<file path="src/rtl/mcs_pkg.sv">
// shared types, codes and sizes for the motion command sequencer
`default_nettype none
package mcs_pkg;

	// queue size and derived widths
	localparam int QUEUE_DEPTH = 16;
	localparam int CNT_W = $clog2(QUEUE_DEPTH + 1);
	localparam int IDX_W = (QUEUE_DEPTH > 1) ? $clog2(QUEUE_DEPTH) : 1;

	// configuration register indexes
	localparam logic REG_SPEED_DELTA = 1'b0;
	localparam logic REG_STALL_LIMIT = 1'b1;
	localparam int CFG_W = 15;

	localparam logic [14:0] SPEED_DELTA_RST = 15'd64;
	localparam logic [7:0] STALL_LIMIT_RST = 8'd50;

	// item commands
	localparam logic [1:0] CMD_TICK = 2'd0;
	localparam logic [1:0] CMD_ADD_ABS = 2'd1;
	localparam logic [1:0] CMD_ADD_REL = 2'd2;
	localparam logic [1:0] CMD_ADD_CIRC = 2'd3;

	// path status codes
	localparam logic [1:0] STATUS_FINISHED = 2'd0;
	localparam logic [1:0] STATUS_BUSY = 2'd1;
	localparam logic [1:0] STATUS_BLOCKED = 2'd2;

	typedef struct packed {
		logic [1:0] cmd;
		logic signed [15:0] angle;
		logic signed [15:0] arc_radius;
		logic goal_reached;
		logic signed [15:0] left_speed;
		logic signed [15:0] right_speed;
		logic signed [15:0] left_target;
		logic signed [15:0] right_target;
	} item_t;

	typedef struct packed {
		logic [1:0] path_status;
		logic issue_valid;
		logic [1:0] issue_kind;
		logic signed [15:0] issue_angle;
		logic signed [15:0] issue_radius;
		logic stop_current;
		logic motors_off;
		logic stall_led;
	} result_t;

	// one queue entry
	typedef struct packed {
		logic [1:0] kind;
		logic [15:0] angle;
		logic [15:0] radius;
	} entry_t;

	// controller to datapath commands
	typedef struct packed {
		logic load;
		logic exec;
	} ctrl_cmd_t;

endpackage
`default_nettype wire

</file>
<file path="src/rtl/mcs_ctrl.sv">
// controller state machine: accepts an item and sequences its evaluation
`default_nettype none
module mcs_ctrl (
	input wire logic clk,
	input wire logic arst_n,
	input wire logic start,
	output logic busy,
	output logic done,
	output mcs_pkg::ctrl_cmd_t ctrl
);

	localparam logic ST_IDLE = 1'b0;
	localparam logic ST_EXEC = 1'b1;

	logic state_q;
	logic state_d;
	logic done_q;

	// next state
	always_comb begin
		state_d = state_q;
		case (state_q)
			ST_IDLE: begin
				if (start) begin
					state_d = ST_EXEC;
				end
			end
			ST_EXEC: begin
				state_d = ST_IDLE;
			end
			default: begin
				state_d = ST_IDLE;
			end
		endcase
	end

	always_ff @(posedge clk or negedge arst_n) begin
		if (!arst_n) begin
			state_q <= ST_IDLE;
			done_q <= 1'b0;
		end else begin
			state_q <= state_d;
			done_q <= (state_q == ST_EXEC);
		end
	end

	// commands to the datapath
	always_comb begin
		ctrl.load = (state_q == ST_IDLE) && start;
		ctrl.exec = (state_q == ST_EXEC);
	end

	assign busy = (state_q != ST_IDLE);
	assign done = done_q;

endmodule
`default_nettype wire

</file>
<file path="src/rtl/mcs_dp.sv">
// datapath: command queue, sequencing registers, stall detection, result register
`default_nettype none
module mcs_dp (
	input wire logic clk,
	input wire logic arst_n,
	input wire mcs_pkg::ctrl_cmd_t ctrl,
	input wire mcs_pkg::item_t item,
	input wire logic cfg_we,
	input wire logic cfg_addr,
	input wire logic [mcs_pkg::CFG_W-1:0] cfg_wdata,
	output mcs_pkg::result_t result
);

	localparam int CNT_W = mcs_pkg::CNT_W;
	localparam int IDX_W = mcs_pkg::IDX_W;
	localparam logic [CNT_W-1:0] DEPTH_C = CNT_W'(mcs_pkg::QUEUE_DEPTH);

	// queue memory
	mcs_pkg::entry_t mem [mcs_pkg::QUEUE_DEPTH];

	mcs_pkg::item_t item_q;
	mcs_pkg::entry_t rd_q;
	mcs_pkg::result_t res_q;
	mcs_pkg::result_t res_d;
	mcs_pkg::entry_t wr_entry;

	logic [14:0] speed_delta_q;
	logic [7:0] stall_limit_q;
	logic [CNT_W-1:0] next_q;
	logic [CNT_W-1:0] fill_q;
	logic active_q;
	logic [7:0] stall_q;
	logic [1:0] status_q;
	logic led_q;

	logic [CNT_W-1:0] next_d;
	logic [CNT_W-1:0] fill_d;
	logic active_d;
	logic [7:0] stall_d;
	logic [1:0] status_d;
	logic led_d;
	logic wr_en;

	logic [16:0] diff_l;
	logic [16:0] diff_r;
	logic [16:0] abs_l;
	logic [16:0] abs_r;
	logic stalled;
	logic blocked;
	logic do_advance;
	logic [7:0] stall_inc;

	// configuration registers
	always_ff @(posedge clk or negedge arst_n) begin
		if (!arst_n) begin
			speed_delta_q <= mcs_pkg::SPEED_DELTA_RST;
			stall_limit_q <= mcs_pkg::STALL_LIMIT_RST;
		end else if (cfg_we) begin
			case (cfg_addr)
				mcs_pkg::REG_SPEED_DELTA: speed_delta_q <= cfg_wdata;
				mcs_pkg::REG_STALL_LIMIT: stall_limit_q <= cfg_wdata[7:0];
				default: ;
			endcase
		end
	end

	// item latch and registered queue read of the next entry
	always_ff @(posedge clk) begin
		if (ctrl.load) begin
			item_q <= item;
			rd_q <= mem[next_q[IDX_W-1:0]];
		end
	end

	// queue write on add
	always_ff @(posedge clk) begin
		if (wr_en) begin
			mem[fill_q[IDX_W-1:0]] <= wr_entry;
		end
	end

	// wheel speed errors
	always_comb begin
		diff_l = {item_q.left_speed[15], item_q.left_speed}
			- {item_q.left_target[15], item_q.left_target};
		diff_r = {item_q.right_speed[15], item_q.right_speed}
			- {item_q.right_target[15], item_q.right_target};
		abs_l = diff_l[16] ? (~diff_l + 17'd1) : diff_l;
		abs_r = diff_r[16] ? (~diff_r + 17'd1) : diff_r;
		stalled = (abs_l > {2'b00, speed_delta_q}) || (abs_r > {2'b00, speed_delta_q});
		stall_inc = (stall_q != 8'hFF) ? (stall_q + 8'd1) : stall_q;
	end

	// sequencing step
	always_comb begin
		next_d = next_q;
		fill_d = fill_q;
		active_d = active_q;
		stall_d = stall_q;
		status_d = status_q;
		led_d = led_q;
		wr_en = 1'b0;
		wr_entry.kind = item_q.cmd - 2'd1;
		wr_entry.angle = item_q.angle;
		wr_entry.radius = (item_q.cmd == mcs_pkg::CMD_ADD_CIRC) ? item_q.arc_radius : 16'd0;
		blocked = 1'b0;
		do_advance = 1'b0;
		res_d = '0;

		if (item_q.cmd != mcs_pkg::CMD_TICK) begin
			// add: append when room is left
			if (fill_q < DEPTH_C) begin
				wr_en = 1'b1;
				fill_d = fill_q + CNT_W'(1);
			end
		end else if (fill_q != '0) begin
			if (active_q) begin
				if (stalled) begin
					stall_d = stall_inc;
					blocked = (stall_inc >= stall_limit_q);
				end else begin
					led_d = 1'b0;
					stall_d = 8'd0;
				end
				if (blocked) begin
					// abort as blocked
					led_d = 1'b1;
					res_d.motors_off = 1'b1;
					res_d.stop_current = 1'b1;
					next_d = '0;
					fill_d = '0;
					status_d = mcs_pkg::STATUS_BLOCKED;
					stall_d = 8'd0;
					active_d = 1'b0;
				end else if (item_q.goal_reached) begin
					// retire the active command
					res_d.stop_current = 1'b1;
					active_d = 1'b0;
					do_advance = 1'b1;
				end
			end else begin
				do_advance = 1'b1;
			end

			if (do_advance) begin
				if (next_q < fill_q) begin
					res_d.issue_valid = 1'b1;
					res_d.issue_kind = rd_q.kind;
					res_d.issue_angle = rd_q.angle;
					res_d.issue_radius = rd_q.radius;
					active_d = 1'b1;
					status_d = mcs_pkg::STATUS_BUSY;
					next_d = next_q + CNT_W'(1);
				end else begin
					// queue exhausted
					res_d.motors_off = 1'b1;
					status_d = (stall_d >= stall_limit_q) ? mcs_pkg::STATUS_BLOCKED
						: mcs_pkg::STATUS_FINISHED;
					stall_d = 8'd0;
					next_d = '0;
					fill_d = '0;
					active_d = 1'b0;
				end
			end
		end

		res_d.path_status = status_d;
		res_d.stall_led = led_d;
	end

	// sequencing state
	always_ff @(posedge clk or negedge arst_n) begin
		if (!arst_n) begin
			next_q <= '0;
			fill_q <= '0;
			active_q <= 1'b0;
			stall_q <= 8'd0;
			status_q <= mcs_pkg::STATUS_FINISHED;
			led_q <= 1'b0;
		end else if (ctrl.exec) begin
			next_q <= next_d;
			fill_q <= fill_d;
			active_q <= active_d;
			stall_q <= stall_d;
			status_q <= status_d;
			led_q <= led_d;
		end
	end

	// result register
	always_ff @(posedge clk) begin
		if (ctrl.exec) begin
			res_q <= res_d;
		end
	end

	assign result = res_q;

endmodule
`default_nettype wire

</file>
<file path="src/rtl/motion_command_sequencer.sv">
// top level of the motion command sequencer
// An item is transferred at a clock edge with start high and busy low. The block
// then holds busy high for one cycle while it evaluates the item. The result
// appears on the result port at the edge that ends that cycle and stays there,
// with done high, for exactly one cycle; the receiver cannot stall it, so it must
// take the result in that cycle. busy is low again while done is shown, so a new
// item can be transferred while the last result is shown. The evaluation cycle
// serves the queue memory, whose registered read of the next entry happens at the
// transfer edge and whose data is used in the evaluation cycle. Configuration
// writes take effect at the edge where cfg_we is high; the user must make them
// only while no item is in flight, as the block itself does not enforce this.
`default_nettype none
module motion_command_sequencer (
	input wire logic clk,
	input wire logic arst_n,
	input wire logic start,
	output logic busy,
	input wire mcs_pkg::item_t item,
	output logic done,
	output mcs_pkg::result_t result,
	input wire logic cfg_we,
	input wire logic cfg_addr,
	input wire logic [mcs_pkg::CFG_W-1:0] cfg_wdata
);

	mcs_pkg::ctrl_cmd_t ctrl;

	// control
	mcs_ctrl u_ctrl (
		.clk(clk),
		.arst_n(arst_n),
		.start(start),
		.busy(busy),
		.done(done),
		.ctrl(ctrl)
	);

	// datapath
	mcs_dp u_dp (
		.clk(clk),
		.arst_n(arst_n),
		.ctrl(ctrl),
		.item(item),
		.cfg_we(cfg_we),
		.cfg_addr(cfg_addr),
		.cfg_wdata(cfg_wdata),
		.result(result)
	);

endmodule
`default_nettype wire

</file>
<file path="config.mk">
export PLATFORM = sky130hd
export DESIGN_NAME = motion_command_sequencer
export DESIGN_NICKNAME = d
export VERILOG_FILES = /design/src/rtl/mcs_pkg.sv /design/src/rtl/mcs_ctrl.sv /design/src/rtl/mcs_dp.sv /design/src/rtl/motion_command_sequencer.sv
export SDC_FILE = /design/constraint.sdc
export NUM_CORES = 1
export LEC_CHECK = 0
export ABC_AREA = 1
export BUFFER_PORTS_ARGS = -buffer_cell sky130_fd_sc_hd__buf_2
export CORE_UTILIZATION = 40
export DETAILED_ROUTE_END_ITERATION = 10
export GPL_TIMING_DRIVEN = 0
export PLACE_DENSITY_LB_ADDON = 0.25
export SETUP_SLACK_MARGIN = 0.02
export SYNTH_ARGS = -nofsm -noshare
export SYNTH_HDL_FRONTEND = slang
export SYNTH_SLANG_ARGS = --single-unit
</file>
<file path="constraint.sdc">
create_clock -name clk -period 18.31 [get_ports clk]
set_input_delay 0.9155 -clock clk [delete_from_list [all_inputs] [get_ports clk]]
set_output_delay 0.9155 -clock clk [all_outputs]
set_load 0.05 [all_outputs]
</file>
==> flow_metrics.py <==
metrics = {
    "floorplan": {
        "die_area_um2": 84600,
        "io_pins": 161,
        "die_w_um": 291,
        "die_h_um": 291,
        "core-area_um2": 82400,
        "start_util_pct": 40.5,
        "placementRows": 105,
    },
    "place": {
        "gp_congestion": 0.870,
        "placed_cell_area_um2": 36100,
        "pre_cts_ws_ps": 12500,
        "dp_hpwl_mm": 62.2,
        "dp_cells": 4067,
        "numPortBuffers": 160,
    },
    "cts": {
        "insertion_delay_ps": 650,
        "clock_path_buffers": 3,
        "numCtsBuffers": 84,
        "htreeDepth": 3,
        "cts_resized": 0,
        "postCtsHoldBufs": 0,
        "root_buffer": "clkbuf_16",
        "tritoncts": "done",
        "postCtsSetupBuffers": 0,
        "cts_sinks": 764,
        "path_clk_slew_ps": 60,
    },
    "sta": {
        "layout_setup_ws_ps": 12370,
        "relSlewSlack_pct": 18.2,
        "slew_viol_final": 0,
        "worst_pin_slew_ps": 1230,
        "fmax_mhz": 168,
        "finalCritPeriodShare_pct": 32.4,
        "rsz0062_at_grt": "no",
        "skew_ps": 33.1,
        "finalSetupTns_ps": 0,
        "finalCriticalPeriod_ps": 5940,
        "whs_ps": 442,
        "finalHoldViolCount": 0,
        "setup_viol": 0,
    },
    "yosys": {
        "postSynthCellCount": 2816,
        "yosysUniqueCellTypes": 50,
        "synthAdderAreaFrac_pct": 3.57,
        "synth-compound-area-share_pct": 7.96,
        "synth_simple_gate_area_share_pct": 13.1,
        "syn_area_per_cell_um2": 11.9,
        "muxShareOfSynthArea_pct": 1.68,
        "synth_fp_nets": 3029,
        "synth-edff-count": 717,
        "synth_top_family_by_area": "simple AND/OR/NAND/NOR gates",
        "syn_area_um2": 33400,
        "synthArstFlopShare_pct": 6.15,
        "synthFlopType": "edfxtp_1",
        "ys_ff_latch": 764,
        "yosys_warnings": 0,
        "ys_seq_area_share_pct": 68.1,
        "synth_xor_area_share_pct": 0.945,
    },
    "setup_path": {
        "crit_required_ps": 18690,
        "end_kind": "flop",
        "crit_type": "reg2reg",
        "cp.arrival_ps": 6320,
        "max_stage_delay_ps": 420,
        "path_max_fanout": 10,
        "worst_path_max_delay_cell": "fa_1",
        "startpoint_type": "flop",
        "crit_top_cell": "nand2_1",
    },
    "layout": {
        "fill_cells": 7347,
        "drive_gt1_share_pct": 12.2,
        "num_antenna_cells": 0,
        "finalNonFillerCells": 4220,
        "area_growth_pct": 16.6,
        "final_util_pct": 47.2,
        "fin_area_um2": 38900,
        "layout.nets": 3296,
    },
    "grt": {
        "grt_pass1_vias": 22600,
        "antenna_found_initial": 0,
        "grt-ovfl-total": 0,
        "grt.total_usage_pct": 21.0,
        "grt_pass1_wl_mm": 135,
        "grt_max_degree": 48,
    },
    "power_and_ir_drop": {
        "vdd_drop_max_mv": 0.0707,
        "power_leakage_nw": 14.9,
        "power_density_nw_per_um2": 144,
        "p_total_mw": 5.61,
    },
    "detailed_routing": {
        "wire_per_inst_um": 21.0,
        "drt_pass1_iterations": 6,
        "routed_via_density": 5.31,
        "wl_mm": 88.7,
        "num_vias": 22400,
        "antenna_left": 0,
        "post-route-drc-count": 0,
        "drtIter0Drc": 2080,
    },
    "min_path": {
        "hold_path.class": "in2reg",
    },
    "status": {
        "status": "complete, no violations",
    },
    "flow_run": {
        "drv_cap": 0,
    },
}
[cell usage after synthesis, types with 3 or more instances]
library cell  number  share of area (%)
edfxtp_1         717                 65
buf_6              5               0.17
nor2_1           431                4.8
nand3b_1           5               0.11
o32ai_1           80                2.1
nand3_4            3               0.16
inv_1            276                3.1
buf_1             13               0.15
nand3_2            6               0.18
a31oi_1            4              0.075
o21ai_0          174                2.6
nand2_1          422                4.7
ha_1              92                3.4
nand4_1           20               0.37
xor2_1            24               0.63
dfrtp_1           43                3.2
a21oi_1           54               0.81
clkbuf_1          98                1.1
dfstp_2            4               0.31
nand3_1          120                1.8
nor3_1            14               0.21
o221ai_1          56                1.5
nand2_2           14               0.26
nor2_2            13               0.24
o211ai_1          13               0.29
xnor2_1           12               0.31
mux2i_1           56                1.7
inv_2              4              0.045
o21ai_2            8               0.21
o21ai_1            4              0.060
[report_power, final]
part	internal (mW)	total, mW	switching [mW]
clock network	0.989	1.70	0.709
logic	0.475	1.67	1.19
registers	2.18	2.25	0.0715
total	3.64	5.61	1.97
[metal layers]
| layer | wire [µm] | global-route usage, % |
|---|---|---|
| met3 | 4670 | 3.10 |
| met4 | 2530 | 6.35 |
| met1 | 36800 | 26.4 |
| met5 | 0 | 0 |
| met2 | 44700 | 37.1 |
[flip-flops by register name, indices dropped and copies added (netlist names), 8 cells and up]
| name | count |
|---|---|
| u_dp.result | 40 |
| u_dp.mem | 544 |
| u_dp.rd_q | 34 |
| u_dp.item_q | 99 |
| u_dp.speed_delta_q | 15 |
| u_dp.stall_limit_q | 8 |
| u_dp.stall_q | 8 |
[layout make-up]
cell class / count / area [µm²] / area share, %
Clock inverter: 53 / 567 / 1.46
Tap cell: 1070 / 1340 / 3.44
Sequential cell: 764 / 22700 / 58.4
Multi-Input combinational cell: 1651 / 9240 / 23.7
Inverter: 282 / 1060 / 2.72
Timing Repair Buffer: 181 / 1270 / 3.25
Buffer: 119 / 493 / 1.27
Clock buffer: 100 / 2230 / 5.72
[cells in the final DEF (no fill, tap or decap), types with 20 or more instances in the layout]
| master | n |
|---|---|
| o21ai_0 | 174 |
| edfxtp_1 | 717 |
| o32ai_1 | 80 |
| o221ai_1 | 56 |
| nor2_1 | 414 |
| ha_1 | 92 |
| nand4_1 | 20 |
| xor2_1 | 24 |
| buf_2 | 161 |
| mux2i_1 | 56 |
| clkbuf_1 | 111 |
| a21oi_1 | 54 |
| inv_1 | 276 |
| dfrtp_1 | 42 |
| nand3_1 | 120 |
| clkbuf_16 | 87 |
| clkinv_1 | 21 |
| nand2_1 | 422 |
[logic make-up (layout without fill, tap and decap cells)]
| kind of cell | after synthesis | after routing |
|---|---|---|
| AOI/OAI and AO/OA | 407 | 407 |
| muxes | 56 | 56 |
| xor gates and xnor gates | 36 | 36 |
| DFF | 764 | 764 |
| and+or+nand+nor | 1058 | 1058 |
| buffers and inverters | 401 | 735 |
| adders and majority gates | 94 | 94 |
[final timing paths]
check,endpoint,slack [ps],startpoint,cells after the start
setup / recovery,u_dp.result[39],12370,u_dp.item_q[0],35
setup reg to reg,u_dp.result[39],12370,u_dp.item_q[0],35
max in group asynchronous,u_ctrl.busy,16950,arst_n,1
hold / removal,u_dp.item_q[81],440,item[81],1
min in group asynchronous,u_dp.stall_q[7],550,arst_n,1
hold reg to reg,u_dp.status_q[0],470,u_dp.status_q[0],2
[worst max-delay path, delay by kind of cell (launching register included)]
kind,cells,cell delay [ps]
buf+inv,4,730
fa+ha+maj,4,1280
xor+xnor,1,190
simple gates,18,1930
compound gates,8,1190
flops,1,390
Power figures use the tool's default switching activity.
